## src/rtl/core/lcg_pkg.sv

```systemverilog
// Shared types, constants and the color wheel function for the LED color effect generator.
// Used by every module of the core; no dependencies.
`timescale 1ns / 1ps

package lcg_pkg;

    localparam int NUM_PIXELS_DEF  = 18;
    localparam int NUM_EFFECTS     = 7;
    localparam int PIXEL_IDX_W     = 5;
    localparam int CFG_ADDR_W      = 3;

    localparam logic [7:0] TRI_SPACING_RST = 8'd85;
    localparam logic [7:0] DOT_SPACING_RST = 8'd14;
    localparam logic [3:0] FADE_SPEED_RST  = 4'd5;
    localparam logic [3:0] SPEED_MIN       = 4'd1;
    localparam logic [3:0] SPEED_MAX       = 4'd10;
    localparam logic [7:0] TRI_FADE_STEP   = 8'd20;
    localparam logic [7:0] PERIOD_BASE     = 8'd105;
    localparam logic [7:0] TEMP_COLD_POS   = 8'd170;
    localparam logic [7:0] TEMP_HOT_POS    = 8'd0;
    localparam logic signed [7:0] TEMP_HOT_C = 8'sd35;
    localparam logic [7:0] WHEEL_THIRD     = 8'd85;
    localparam logic [7:0] WHEEL_TWO_THIRD = 8'd170;
    localparam logic [7:0] WHEEL_MAX       = 8'd255;

    localparam logic CFG_TRI_SPACING = 1'b0;
    localparam logic CFG_DOT_SPACING = 1'b1;

    typedef enum logic [2:0] {
        OP_TICK    = 3'd0,
        OP_NEXT    = 3'd1,
        OP_PREV    = 3'd2,
        OP_UP      = 3'd3,
        OP_DOWN    = 3'd4,
        OP_PAUSE   = 3'd5,
        OP_UNPAUSE = 3'd6
    } op_t;

    typedef enum logic [2:0] {
        EFF_SINGLE      = 3'd0,
        EFF_SINGLE_FADE = 3'd1,
        EFF_TRI         = 3'd2,
        EFF_TRI_FADE    = 3'd3,
        EFF_DOT         = 3'd4,
        EFF_DOT_FADE    = 3'd5,
        EFF_TEMP        = 3'd6
    } effect_t;

    typedef enum logic [1:0] {
        KIND_SAME = 2'd0,
        KIND_TRI  = 2'd1,
        KIND_DOT  = 2'd2
    } kind_t;

    typedef struct packed {
        kind_t      kind;
        logic [7:0] base;
        logic [7:0] step;
    } frame_desc_t;

    typedef struct packed {
        logic [7:0] r;
        logic [7:0] g;
        logic [7:0] b;
    } rgb_t;

    function automatic logic [7:0] times3(input logic [7:0] v);
        logic [9:0] m;
        m = {2'b00, v} + {1'b0, v, 1'b0};
        return m[7:0];
    endfunction

    function automatic rgb_t wheel(input logic [7:0] pos);
        logic [7:0] w;
        logic [7:0] t;
        rgb_t c;
        w = ~pos;
        if (w < WHEEL_THIRD) begin
            t = times3(w);
            c.r = WHEEL_MAX - t;
            c.g = 8'd0;
            c.b = t;
        end else if (w < WHEEL_TWO_THIRD) begin
            t = times3(w - WHEEL_THIRD);
            c.r = 8'd0;
            c.g = t;
            c.b = WHEEL_MAX - t;
        end else begin
            t = times3(w - WHEEL_TWO_THIRD);
            c.r = t;
            c.g = WHEEL_MAX - t;
            c.b = 8'd0;
        end
        return c;
    endfunction

endpackage

```

## src/rtl/core/led_color_effect_generator_core.sv

```systemverilog
// Top level of the LED color effect generator: configuration registers and block wiring.
// Depends on lcg_pkg, lcg_front, lcg_queue and lcg_back.
`timescale 1ns / 1ps

// An input item (tick or button) is taken when s_valid and s_ready are high; s_ready stays
// high while the two-entry frame queue has room. An item that renders queues one frame, and
// the pixel engine emits it as NUM_PIXELS results, one per cycle when m_ready stays high,
// then fetches the next frame from the queue before it emits again. Registers: tri_spacing
// at 0x0, dot_spacing at 0x4.
module led_color_effect_generator_core
    import lcg_pkg::*;
#(
    parameter int NUM_PIXELS = NUM_PIXELS_DEF
)
(
    input  logic                   aclk,
    input  logic                   aresetn,
    input  logic                   psel,
    input  logic                   penable,
    input  logic                   pwrite,
    input  logic [CFG_ADDR_W-1:0]  paddr,
    input  logic [31:0]            pwdata,
    output logic [31:0]            prdata,
    output logic                   pready,
    input  logic                   s_valid,
    output logic                   s_ready,
    input  logic [2:0]             s_operation,
    input  logic signed [7:0]      s_temperature_c,
    output logic                   m_valid,
    input  logic                   m_ready,
    output logic [PIXEL_IDX_W-1:0] m_pixel_index,
    output logic [7:0]             m_red,
    output logic [7:0]             m_green,
    output logic [7:0]             m_blue,
    output logic                   m_last
);

    logic [7:0]  tri_spacing_reg;
    logic [7:0]  dot_spacing_reg;
    logic        cfg_wr;
    logic        q_full;
    logic        q_push;
    logic        q_pop;
    logic        q_valid;
    frame_desc_t push_desc;
    frame_desc_t pop_desc;

    assign pready = 1'b1;
    assign cfg_wr = psel && penable && pwrite && pready;
    assign prdata = (paddr[2] == CFG_DOT_SPACING) ? {24'd0, dot_spacing_reg}
                                                  : {24'd0, tri_spacing_reg};

    always_ff @(posedge aclk) begin
        if (!aresetn) begin
            tri_spacing_reg <= TRI_SPACING_RST;
            dot_spacing_reg <= DOT_SPACING_RST;
        end else if (cfg_wr) begin
            if (paddr[2] == CFG_TRI_SPACING) tri_spacing_reg <= pwdata[7:0];
            if (paddr[2] == CFG_DOT_SPACING) dot_spacing_reg <= pwdata[7:0];
        end
    end

    lcg_front u_front (
        .aclk            (aclk),
        .aresetn         (aresetn),
        .s_valid         (s_valid),
        .s_ready         (s_ready),
        .s_operation     (s_operation),
        .s_temperature_c (s_temperature_c),
        .tri_spacing     (tri_spacing_reg),
        .dot_spacing     (dot_spacing_reg),
        .q_full          (q_full),
        .q_push          (q_push),
        .q_desc          (push_desc)
    );

    lcg_queue u_queue (
        .aclk      (aclk),
        .aresetn   (aresetn),
        .push      (q_push),
        .push_desc (push_desc),
        .full      (q_full),
        .pop       (q_pop),
        .valid     (q_valid),
        .pop_desc  (pop_desc)
    );

    lcg_back #(
        .NUM_PIXELS (NUM_PIXELS)
    ) u_back (
        .aclk          (aclk),
        .aresetn       (aresetn),
        .q_valid       (q_valid),
        .q_desc        (pop_desc),
        .q_pop         (q_pop),
        .m_valid       (m_valid),
        .m_ready       (m_ready),
        .m_pixel_index (m_pixel_index),
        .m_red         (m_red),
        .m_green       (m_green),
        .m_blue        (m_blue),
        .m_last        (m_last)
    );

endmodule

```

## src/rtl/core/lcg_front.sv

```systemverilog
// Front end: accepts button and tick items, keeps the effect state, issues frame descriptors.
// Depends on lcg_pkg.
`timescale 1ns / 1ps

module lcg_front
    import lcg_pkg::*;
(
    input  logic              aclk,
    input  logic              aresetn,
    input  logic              s_valid,
    output logic              s_ready,
    input  logic [2:0]        s_operation,
    input  logic signed [7:0] s_temperature_c,
    input  logic [7:0]        tri_spacing,
    input  logic [7:0]        dot_spacing,
    input  logic              q_full,
    output logic              q_push,
    output frame_desc_t       q_desc
);

    effect_t    effect_mode_reg, effect_mode_next;
    logic [3:0] fade_speed_reg, fade_speed_next;
    logic [7:0] single_pos_reg, single_pos_next;
    logic [7:0] tri_pos_reg, tri_pos_next;
    logic [7:0] dot_pos_reg, dot_pos_next;
    logic [7:0] fade_cnt_reg, fade_cnt_next;
    logic       paused_reg, paused_next;
    logic [6:0] tick_reg, tick_next;

    logic       accept;
    logic       want_render;
    logic       fire;
    logic       fading;
    logic [6:0] tick_inc;
    logic [7:0] ten_speed;
    logic [7:0] period;
    logic [7:0] fade_inc;
    logic [7:0] temp_pos;

    assign s_ready   = !q_full;
    assign accept    = s_valid && s_ready;
    assign fading    = (effect_mode_reg == EFF_SINGLE_FADE) || (effect_mode_reg == EFF_TRI_FADE);
    assign tick_inc  = tick_reg + 7'd1;
    assign ten_speed = {1'b0, fade_speed_reg, 3'b000} + {3'b000, fade_speed_reg, 1'b0};
    assign period    = PERIOD_BASE - ten_speed;
    assign fade_inc  = fade_cnt_reg + 8'd1;

    always_comb begin
        if (s_temperature_c <= 8'sd0) begin
            temp_pos = TEMP_COLD_POS;
        end else if (s_temperature_c >= TEMP_HOT_C) begin
            temp_pos = TEMP_HOT_POS;
        end else begin
            temp_pos = TEMP_COLD_POS - {s_temperature_c[5:0], 2'b00};
        end
    end

    always_comb begin
        effect_mode_next = effect_mode_reg;
        fade_speed_next  = fade_speed_reg;
        single_pos_next  = single_pos_reg;
        tri_pos_next     = tri_pos_reg;
        dot_pos_next     = dot_pos_reg;
        paused_next      = paused_reg;
        tick_next        = tick_reg;
        want_render      = 1'b0;
        unique case (s_operation)
            OP_TICK: begin
                if ({1'b0, tick_inc} >= period) begin
                    tick_next   = 7'd0;
                    want_render = 1'b1;
                end else begin
                    tick_next = tick_inc;
                end
            end
            OP_NEXT: begin
                effect_mode_next = (effect_mode_reg == EFF_TEMP) ? EFF_SINGLE
                                   : effect_t'(effect_mode_reg + 3'd1);
                want_render = 1'b1;
            end
            OP_PREV: begin
                effect_mode_next = (effect_mode_reg == EFF_SINGLE) ? EFF_TEMP
                                   : effect_t'(effect_mode_reg - 3'd1);
                want_render = 1'b1;
            end
            OP_UP: begin
                if (fading) begin
                    if (fade_speed_reg < SPEED_MAX) fade_speed_next = fade_speed_reg + 4'd1;
                end else if (effect_mode_reg == EFF_SINGLE) begin
                    single_pos_next = single_pos_reg + 8'd1;
                    want_render     = 1'b1;
                end else if (effect_mode_reg == EFF_TRI) begin
                    tri_pos_next = tri_pos_reg + 8'd1;
                    want_render  = 1'b1;
                end else if (effect_mode_reg == EFF_DOT) begin
                    dot_pos_next = dot_pos_reg + 8'd1;
                    want_render  = 1'b1;
                end
            end
            OP_DOWN: begin
                if (fading) begin
                    if (fade_speed_reg > SPEED_MIN) fade_speed_next = fade_speed_reg - 4'd1;
                end else if (effect_mode_reg == EFF_SINGLE) begin
                    single_pos_next = single_pos_reg - 8'd1;
                    want_render     = 1'b1;
                end else if (effect_mode_reg == EFF_TRI) begin
                    tri_pos_next = tri_pos_reg - 8'd1;
                    want_render  = 1'b1;
                end
            end
            OP_PAUSE: begin
                paused_next = 1'b1;
            end
            OP_UNPAUSE: begin
                if (paused_reg) begin
                    paused_next = 1'b0;
                    want_render = 1'b1;
                end
            end
            default: begin
            end
        endcase
    end

    assign fire = want_render && !paused_next;

    always_comb begin
        fade_cnt_next = fade_cnt_reg;
        q_desc.kind   = KIND_SAME;
        q_desc.base   = single_pos_next;
        q_desc.step   = 8'd0;
        unique case (effect_mode_next)
            EFF_SINGLE: begin
            end
            EFF_SINGLE_FADE: begin
                if (fire) fade_cnt_next = fade_inc;
                q_desc.base = fade_inc;
            end
            EFF_TRI: begin
                q_desc.kind = KIND_TRI;
                q_desc.base = tri_pos_next;
                q_desc.step = tri_spacing;
            end
            EFF_TRI_FADE: begin
                if (fire) fade_cnt_next = fade_inc;
                q_desc.kind = KIND_TRI;
                q_desc.base = fade_inc;
                q_desc.step = TRI_FADE_STEP;
            end
            EFF_DOT: begin
                q_desc.kind = KIND_DOT;
                q_desc.base = dot_pos_next;
                q_desc.step = dot_spacing;
            end
            EFF_DOT_FADE: begin
                if (fire) fade_cnt_next = fade_inc;
                q_desc.kind = KIND_DOT;
                q_desc.base = fade_inc;
                q_desc.step = dot_spacing;
            end
            EFF_TEMP: begin
                q_desc.base = temp_pos;
            end
            default: begin
            end
        endcase
    end

    assign q_push = accept && fire;

    always_ff @(posedge aclk) begin
        if (!aresetn) begin
            effect_mode_reg <= EFF_SINGLE;
            fade_speed_reg  <= FADE_SPEED_RST;
            single_pos_reg  <= 8'd0;
            tri_pos_reg     <= 8'd0;
            dot_pos_reg     <= 8'd0;
            fade_cnt_reg    <= 8'd0;
            paused_reg      <= 1'b0;
            tick_reg        <= 7'd0;
        end else if (accept) begin
            effect_mode_reg <= effect_mode_next;
            fade_speed_reg  <= fade_speed_next;
            single_pos_reg  <= single_pos_next;
            tri_pos_reg     <= tri_pos_next;
            dot_pos_reg     <= dot_pos_next;
            fade_cnt_reg    <= fade_cnt_next;
            paused_reg      <= paused_next;
            tick_reg        <= tick_next;
        end
    end

endmodule

```

## src/rtl/core/lcg_queue.sv

```systemverilog
// Two-entry queue of frame descriptors between the front end and the pixel engine.
// Depends on lcg_pkg.
`timescale 1ns / 1ps

module lcg_queue
    import lcg_pkg::*;
(
    input  logic        aclk,
    input  logic        aresetn,
    input  logic        push,
    input  frame_desc_t push_desc,
    output logic        full,
    input  logic        pop,
    output logic        valid,
    output frame_desc_t pop_desc
);

    frame_desc_t entry_reg [2];
    logic        wr_ptr_reg, wr_ptr_next;
    logic        rd_ptr_reg, rd_ptr_next;
    logic [1:0]  count_reg, count_next;

    assign full     = (count_reg == 2'd2);
    assign valid    = (count_reg != 2'd0);
    assign pop_desc = entry_reg[rd_ptr_reg];

    always_comb begin
        wr_ptr_next = push ? !wr_ptr_reg : wr_ptr_reg;
        rd_ptr_next = pop ? !rd_ptr_reg : rd_ptr_reg;
        count_next  = count_reg + {1'b0, push} - {1'b0, pop};
    end

    always_ff @(posedge aclk) begin
        if (!aresetn) begin
            wr_ptr_reg <= 1'b0;
            rd_ptr_reg <= 1'b0;
            count_reg  <= 2'd0;
        end else begin
            wr_ptr_reg <= wr_ptr_next;
            rd_ptr_reg <= rd_ptr_next;
            count_reg  <= count_next;
        end
    end

    always_ff @(posedge aclk) begin
        if (push) entry_reg[wr_ptr_reg] <= push_desc;
    end

endmodule

```

## src/rtl/core/lcg_back.sv

```systemverilog
// Pixel engine: walks one frame descriptor over all pixels and drives the result channel.
// Depends on lcg_pkg.
`timescale 1ns / 1ps

module lcg_back
    import lcg_pkg::*;
#(
    parameter int NUM_PIXELS = NUM_PIXELS_DEF
)
(
    input  logic                   aclk,
    input  logic                   aresetn,
    input  logic                   q_valid,
    input  frame_desc_t            q_desc,
    output logic                   q_pop,
    output logic                   m_valid,
    input  logic                   m_ready,
    output logic [PIXEL_IDX_W-1:0] m_pixel_index,
    output logic [7:0]             m_red,
    output logic [7:0]             m_green,
    output logic [7:0]             m_blue,
    output logic                   m_last
);

    localparam int CW = $clog2(NUM_PIXELS);
    localparam int FW = $clog2(NUM_PIXELS + 3);

    logic                   busy_reg, busy_next;
    logic [CW-1:0]          cnt_reg, cnt_next;
    logic [FW-1:0]          frac_reg, frac_next;
    logic [7:0]             pos_reg, pos_next;
    logic [7:0]             step_reg, step_next;
    kind_t                  kind_reg, kind_next;
    logic                   m_valid_reg, m_valid_next;
    logic [PIXEL_IDX_W-1:0] m_pixel_index_reg, m_pixel_index_next;
    rgb_t                   m_rgb_reg, m_rgb_next;
    logic                   m_last_reg, m_last_next;

    logic          adv;
    logic          last_pix;
    logic [FW-1:0] frac_sum;
    logic [8:0]    dot_sum;

    assign adv      = !m_valid_reg || m_ready;
    assign last_pix = (cnt_reg == CW'(NUM_PIXELS - 1));
    assign frac_sum = frac_reg + FW'(3);
    assign dot_sum  = {1'b0, pos_reg} + {1'b0, step_reg};
    assign q_pop    = !busy_reg && q_valid;

    always_comb begin
        busy_next          = busy_reg;
        cnt_next           = cnt_reg;
        frac_next          = frac_reg;
        pos_next           = pos_reg;
        step_next          = step_reg;
        kind_next          = kind_reg;
        m_valid_next       = m_valid_reg;
        m_pixel_index_next = m_pixel_index_reg;
        m_rgb_next         = m_rgb_reg;
        m_last_next        = m_last_reg;
        if (q_pop) begin
            busy_next = 1'b1;
            cnt_next  = '0;
            frac_next = '0;
            kind_next = q_desc.kind;
            step_next = q_desc.step;
            pos_next  = (q_desc.kind == KIND_DOT && q_desc.base == WHEEL_MAX) ? 8'd0
                        : q_desc.base;
        end
        if (adv) begin
            m_valid_next = busy_reg;
            if (busy_reg) begin
                m_pixel_index_next = PIXEL_IDX_W'(cnt_reg);
                m_rgb_next         = wheel(pos_reg);
                m_last_next        = last_pix;
                if (last_pix) begin
                    busy_next = 1'b0;
                end else begin
                    cnt_next = cnt_reg + CW'(1);
                    unique case (kind_reg)
                        KIND_TRI: begin
                            if (frac_sum >= FW'(NUM_PIXELS)) begin
                                frac_next = frac_sum - FW'(NUM_PIXELS);
                                pos_next  = pos_reg + step_reg;
                            end else begin
                                frac_next = frac_sum;
                            end
                        end
                        KIND_DOT: begin
                            pos_next = (dot_sum >= {1'b0, WHEEL_MAX})
                                       ? 8'(dot_sum - {1'b0, WHEEL_MAX}) : dot_sum[7:0];
                        end
                        default: begin
                        end
                    endcase
                end
            end
        end
    end

    always_ff @(posedge aclk) begin
        if (!aresetn) begin
            busy_reg    <= 1'b0;
            m_valid_reg <= 1'b0;
        end else begin
            busy_reg    <= busy_next;
            m_valid_reg <= m_valid_next;
        end
    end

    always_ff @(posedge aclk) begin
        cnt_reg           <= cnt_next;
        frac_reg          <= frac_next;
        pos_reg           <= pos_next;
        step_reg          <= step_next;
        kind_reg          <= kind_next;
        m_pixel_index_reg <= m_pixel_index_next;
        m_rgb_reg         <= m_rgb_next;
        m_last_reg        <= m_last_next;
    end

    assign m_valid       = m_valid_reg;
    assign m_pixel_index = m_pixel_index_reg;
    assign m_red         = m_rgb_reg.r;
    assign m_green       = m_rgb_reg.g;
    assign m_blue        = m_rgb_reg.b;
    assign m_last        = m_last_reg;

    a_last_index: assert property (@(posedge aclk) disable iff (!aresetn)
        (m_valid_reg && m_last_reg) |-> (m_pixel_index_reg == PIXEL_IDX_W'(NUM_PIXELS - 1)))
        else $error("last flag on a pixel other than the final one");

    a_cnt_step: assert property (@(posedge aclk) disable iff (!aresetn)
        (busy_reg && adv && !last_pix) |=> (busy_reg && cnt_reg == $past(cnt_reg) + CW'(1)))
        else $error("pixel counter skipped or stalled while emitting");

    a_no_pop_busy: assert property (@(posedge aclk) disable iff (!aresetn)
        (busy_reg && !(adv && last_pix)) |=> busy_reg)
        else $error("frame dropped before its final pixel");

endmodule
```

## config.mk

```make
export PLATFORM = sky130hd
export DESIGN_NAME = led_color_effect_generator_core
export DESIGN_NICKNAME = d
export VERILOG_FILES = /design/src/rtl/core/lcg_pkg.sv /design/src/rtl/core/led_color_effect_generator_core.sv /design/src/rtl/core/lcg_front.sv /design/src/rtl/core/lcg_queue.sv /design/src/rtl/core/lcg_back.sv
export SDC_FILE = /design/constraint.sdc
export NUM_CORES = 1
export LEC_CHECK = 0
export BUFFER_PORTS_ARGS = -buffer_cell sky130_fd_sc_hd__buf_2
export CAP_MARGIN = 20
export CORE_MARGIN = 5
export CORE_UTILIZATION = 46
export CTS_CLUSTER_DIAMETER = 80
export DETAILED_ROUTE_END_ITERATION = 8
export PLACE_DENSITY = 0.69
export SLEW_MARGIN = 15
export SYNTH_ARGS = -nofsm -noshare
export SYNTH_HDL_FRONTEND = slang
export SYNTH_SLANG_ARGS = --single-unit
```

## constraint.sdc

```tcl
create_clock -name aclk -period 7.1 [get_ports aclk]
set_clock_uncertainty 0.1 [all_clocks]
set_input_delay 0.355 -clock aclk [delete_from_list [all_inputs] [get_ports aclk]]
set_output_delay 0.355 -clock aclk [all_outputs]
set_load 0.02 [all_outputs]
```

# ---- Yosys cells after proc, flatten, opt, wreduce, memory -nomap -nowiden
# Memory sizes are Yosys's and may differ from the RTL's. A register that Yosys moved wholly into a read port is not among the register bits.
# Cells that the tools add are included.
dict set report word_totals {
  memories 1
  output_inout_bits 65
  word_cells 194
  ram_bits 36
  reg_bits 127
  inputBits 53
}
# memory words word_bits read_ports rd_clocked_by_memory_dff write_ports line
set mem_list {}
lappend mem_list {u_queue.entry_reg 2 18 1 1 1 lcg_queue.sv:18} ;# frame_desc_t entry_reg [2];
dict set report op_classes {
  magnitude_cmp 9
  mux 71
  n_addsub 30
  bitwise 2
  n_reduce_logical 29
  n_eq_ne 27
}
# op count
set ops {}
lappend ops {{$mux W8} 25}
lappend ops {{$mux W5} 10}
lappend ops {{$mux W24} 2}
lappend ops {{$pmux W8 S2} 3}
lappend ops {{$add A8 B1 Y8 const B} 4}
lappend ops {{$add A8 B8 Y8} 4}
lappend ops {{$pmux W8 S4} 1}
lappend ops {{$sub A8 B8 Y8 const A} 4}
lappend ops {{$eq A3 B3 Y1 const B} 8}
lappend ops {{$pmux W8 S3} 1}
lappend ops {{$eq A3 B2 Y1 const B} 6}
lappend ops {{$mux W1} 17}
lappend ops {{$mux W4} 4}
lappend ops {{$sub A8 B1 Y8 const B} 2}
lappend ops {{$sub A8 B8 Y8 const B} 2}
lappend ops {{$add A8 B8 Y9} 1}
lappend ops {{$eq A3 B1 Y1 const B} 3}
lappend ops {{$ge A9 B8 Y1 const B} 1}
lappend ops {{$add A7 B5 Y8} 1}
lappend ops {{$eq A8 B8 Y1 const B} 1}
lappend ops {{$ge A7 B8 Y1} 1}
lappend ops {{$ge A8 B7 Y1 const B} 1}
lappend ops {{$le A8 B1 Y1 const B} 1}
lappend ops {{$lt A8 B7 Y1 const B} 1}
lappend ops {{39 further kinds} 64}

# ---- Depth between registers and ports, before layout
dict set report depth {
  depth_word 10
  mapped_depth 18
  ltp_nobuf 18
}

# ---- Cells and area by module
# Synthesis repeated with hierarchy kept, for this count alone.
dict set report hier_totals {
  cells_unflattened 1186
  hier_area_um2 11214.5
}
# mod instances area_per_inst_um2 cells_per_inst
set modules_own_cells {}
lappend modules_own_cells {lcg_back 1 4357.9 446}
lappend modules_own_cells {lcg_front 1 4300.4 559}
lappend modules_own_cells {lcg_queue 1 1580.3 77}
lappend modules_own_cells {led_color_effect_generator_core 1 975.9 104}

# ---- Worst setup path after synthesis
# Ideal clock, no wire load.
dict set report synth_timing {
  path_type {reg-to-reg}
  start {reg u_front.fade_speed_reg[0]}
  end {mem u_queue.entry_reg[0][0] (netlist bit) (enable)}
  setup_time_ps 401
  slack_ps 3039
  path_stages_with_launch 15
  arrival_time_ps 3560
  path_cell_list {dfxtp_1 -> ha_1 -> inv_1 -> ha_1 -> nor2b_1 -> o21ai_0 -> nand2_1 -> xnor2_1 -> ha_1 -> a21o_1 -> a21o_1 -> nor2_1 -> o21ai_1 -> nand3_1 -> a21oi_1}
}
dict set report synth_via {
  elab_chain_cells 9
}
# element line
set synth_rtl {}
lappend synth_rtl {{start, declared} lcg_front.sv:22} ;# logic [3:0] fade_speed_reg, fade_speed_next;
lappend synth_rtl {{start signal, assigned} lcg_front.sv:183} ;# fade_speed_reg <= fade_speed_next;
lappend synth_rtl {{$add A7 B5 Y8} lcg_front.sv:44} ;# assign ten_speed = {1'b0, fade_speed_reg, 3'b000} + {3'b000, fade_speed_reg, 1'b0};
lappend synth_rtl {{$sub A7 B8 Y8} lcg_front.sv:45} ;# assign period = PERIOD_BASE - ten_speed;
lappend synth_rtl {{$ge A7 B8 Y1} lcg_front.sv:69} ;# if ({1'b0, tick_inc} >= period) begin
lappend synth_rtl {{$mux W1} lcg_front.sv:69}
lappend synth_rtl {{$pmux W1 S5} lcg_front.sv:67} ;# unique case (s_operation)
lappend synth_rtl {{$logic_and A1 B1 Y1} lcg_front.sv:125} ;# assign fire = want_render && !paused_next;
lappend synth_rtl {{$logic_and A1 B1 Y1} lcg_front.sv:169} ;# assign q_push = accept && fire;
lappend synth_rtl {{$mux W1} lcg_queue.sv:46} ;# if (push) entry_reg[wr_ptr_reg] <= push_desc;
lappend synth_rtl {{$mux W1 (not written as such)} lcg_queue.sv:46}
lappend synth_rtl {{end, declared} lcg_queue.sv:18}
# No other way between the ends.

# ---- Worst setup path after layout
dict set report layout_timing {
  start {reg u_front.fade_speed_reg[0]}
  end {mem u_queue.entry_reg[1][10] (netlist bit) (enable)}
}
# The elaborated chain is that of the path after synthesis.

==> run metrics <==
status=complete, no violations; sequential area share after synthesis=37.13%; Most used DFF post-synth=dfxtp_1; htree depth=4; routed length per placed instance=15.30 um; total gr overflow=0; initial core utilization=between 40 and 50%; hold path depth=3; R2R Setup Slk=2.77 ns; Syn-to-layout area delta=10.28%; LEAKAGE=4.821 nW; Core Box Area=between 20000 and 25000 um^2; Period Utilization, post-route=60.95%; Slew Limit Fails=0; Slew Limit Headroom=31.66%; CTS max path bufs=2; DR vias/cell=5.517; combinational family with the most area after synthesis=simple AND/OR/NAND/NOR gates; Syn Area/Cell=9.016 um^2; io pins=118; Num Clock Sinks=164; hold buffer count at cts=0; final core occ=51.33%; R2R cell count=15; R2R Path Start=u_front.fade_speed_reg[0]; Nets=around 1400; largest net degree at the start of global routing=just under 80; vias in the first global route=8147; Arr. time, crit path=4.27 ns; routed vias=8755; synth warn=0; First DRT Iteration DRCs=~600; # rows=56; main area contributors after synthesis=edfxtp_1, dfxtp_1, ha_1, xnor2_1, nand2_1; CTS tree=built; routability cong.=0.9040; Multi-input gate area=6342 um^2; cell taking the most area after synthesis=edfxtp_1; critical path type=reg2reg; Synth top area share=20.95%; crit path max fanout=18; Detailed Place HPWL=17810 um; Largest register FFs=36; synth unique cells=83; first-pass GRT wire length=39600 um; Compound-Gate Fraction of Synth Area=17.96%; most frequent cells in the layout=nand2_1, dfxtp_1, ha_1; postcts setup bufs=0; WHS Endpoint=dot_spacing_reg[1]; mux contribution to synthesized area=3.630%; number of synthesized flops with an enable pin=76; Max VDD drop=around 0.26 mV; min-delay src=pwdata[1]; wirelength, routed=24280 um; async set-reset flop share out of synthesis=0%; Clock Latency Late Sink=0.43 ns; Antenna Cells=0; # DRC=0; most common cell after layout, fill and taps aside=nand2_1; Crit. End Element=flip-flop; fillers=2216; Clock transition at path regs=~0.070 ns; setup tns final=0 ns; die width=163.9 um; CP startpoint kind=flip-flop; unrepaired setup endpoints after global routing=false; Worst Tran Pin Value=1.025 ns; share of layout cells above drive strength 1=roughly 12%; Synth Instances=1208; initial antenna violation count=0; Final Hold Viols=0; HP Class=in2reg; post-cts gate resize count=0; DIE HEIGHT=163.9 um; Mapped Area=10890 um^2; die area=26860 um^2; Tmin final=4.327 ns; Crit path required time=7.05 ns; Routed Antenna Nets=0; Initial DRT Pass Iterations=6; Reg area=4044 um^2; GRT Util Overall=a little under a fifth; root buffer cell=clkbuf_16; I/O Buffers=between 60 and 70; Simple-Gate Fraction of Synth Area=19.02%; adder-cell area share of the yosys netlist=9.397%; Post-Synth XOR/XNOR Area=7.364%; Max Clk Rate=231.1 MHz; final-report setup violation count=0; reg-to-reg endpoint=u_queue.entry_reg[1][10]; number of synthesized register bits=about 160; pwr/cell area=440.2 nW/um^2; number of max-cap violations=0; TritonCTS buffer count=17
[Yosys cell counts, types with 23 or more instances]
| cell | instances |
|---|---|
| dfxtp_1 | 88 |
| nor3_1 | 23 |
| nand2_1 | 134 |
| buf_4 | 26 |
| xnor2_1 | 61 |
| a21oi_1 | 66 |
| o21ai_0 | 53 |
| xor2_1 | 28 |
| a21boi_0 | 28 |
| nand3_1 | 49 |
| edfxtp_1 | 76 |
| clkbuf_1 | 35 |
| inv_1 | 59 |
| nor2_1 | 72 |
| ha_1 | 77 |
| and2_1 | 25 |
[kinds of logic (layout without fill, tap and decap cells)]
kind of cell | Yosys count | count (layout)
simple gates | 417 | 417
compound gates | 290 | 290
flops | 164 | 164
xor+xnor | 90 | 90
other cells | 2 | 25
mux | 37 | 37
fa+ha+maj | 80 | 80
buf+inv | 128 | 165
[stage by stage]
step | worst slack [ns] | hold WS (ns) | instance area, um^2 | std cells | power, mW
floorplan | 3.039 | 0.3463 | 10980 | 1231 | 3.708
global placement | 2.918 | 0.3619 | 11400 | 1555 | 4.264
detailed placement | 2.807 | 0.3728 | 11400 | 1555 | 4.336
CTS | 2.789 | 0.04202 | 12010 | 1587 | 5.315
global route | 2.454 | 0.05992 | 12010 | 1587 | 5.728
finish | 2.773 | 0.05618 | 12010 | 1587 | 5.288
[layer usage]
metal	routed length [um]	part of all wire [%]	global-route usage, %
met1	10530	43	23.06
met2	12210	50	31.51
met3	1156	4.8	2.861
met4	386	1.6	5.071
met5	0	0	0
[layout make-up]
class	count	area share (%)
multi-input cells	939	52.80
clock buffers	19	3.688
well taps	319	3.323
repair buffers	74	3.250
clock inverters	13	1.427
flip-flops and latches	164	33.67
inverters	59	1.844
[critical path, cell delays in order, from the launching register on]
cell and delay [ns]:
dfxtp_1 0.50, ha_1 0.30, inv_1 0.08, ha_1 0.24, nor2b_1 0.13, o21ai_0 0.20
nand2_1 0.10, xnor2_1 0.13, ha_1 0.29, a21o_1 0.12, a21o_1 0.13, nor2_1 0.04
o21ai_1 0.22, nand3_1 0.44, nand2_1 0.22, and2_1 0.70
[how the worst max path moves through the flow]
stage	startpoint	to	slack (ns)	depth (start not counted)
5_1_grt	u_front.fade_speed_reg[0]	u_queue.entry_reg[1][15]	2.45	15
6_report	u_front.fade_speed_reg[0]	u_queue.entry_reg[1][10]	2.77	15
3_5_place_dp	u_front.fade_speed_reg[0]	u_queue.entry_reg[1][13]	2.81	15
3_3_place_gp	u_front.fade_speed_reg[0]	u_queue.entry_reg[1][9]	2.92	15
4_1_cts	u_front.fade_speed_reg[0]	u_queue.entry_reg[1][15]	2.79	15
2_1_floorplan	u_front.fade_speed_reg[0]	u_queue.entry_reg[0][0]	3.04	14
[power breakdown]
group	total [mW]	leakage (nW)	internal [mW]	switching [mW]
sequential	1.44	1.43	1.30	0.137
combinational	2.88	3.09	1.16	1.72
clock	0.966	0.295	0.569	0.397
(Power assumes the default switching activity.)
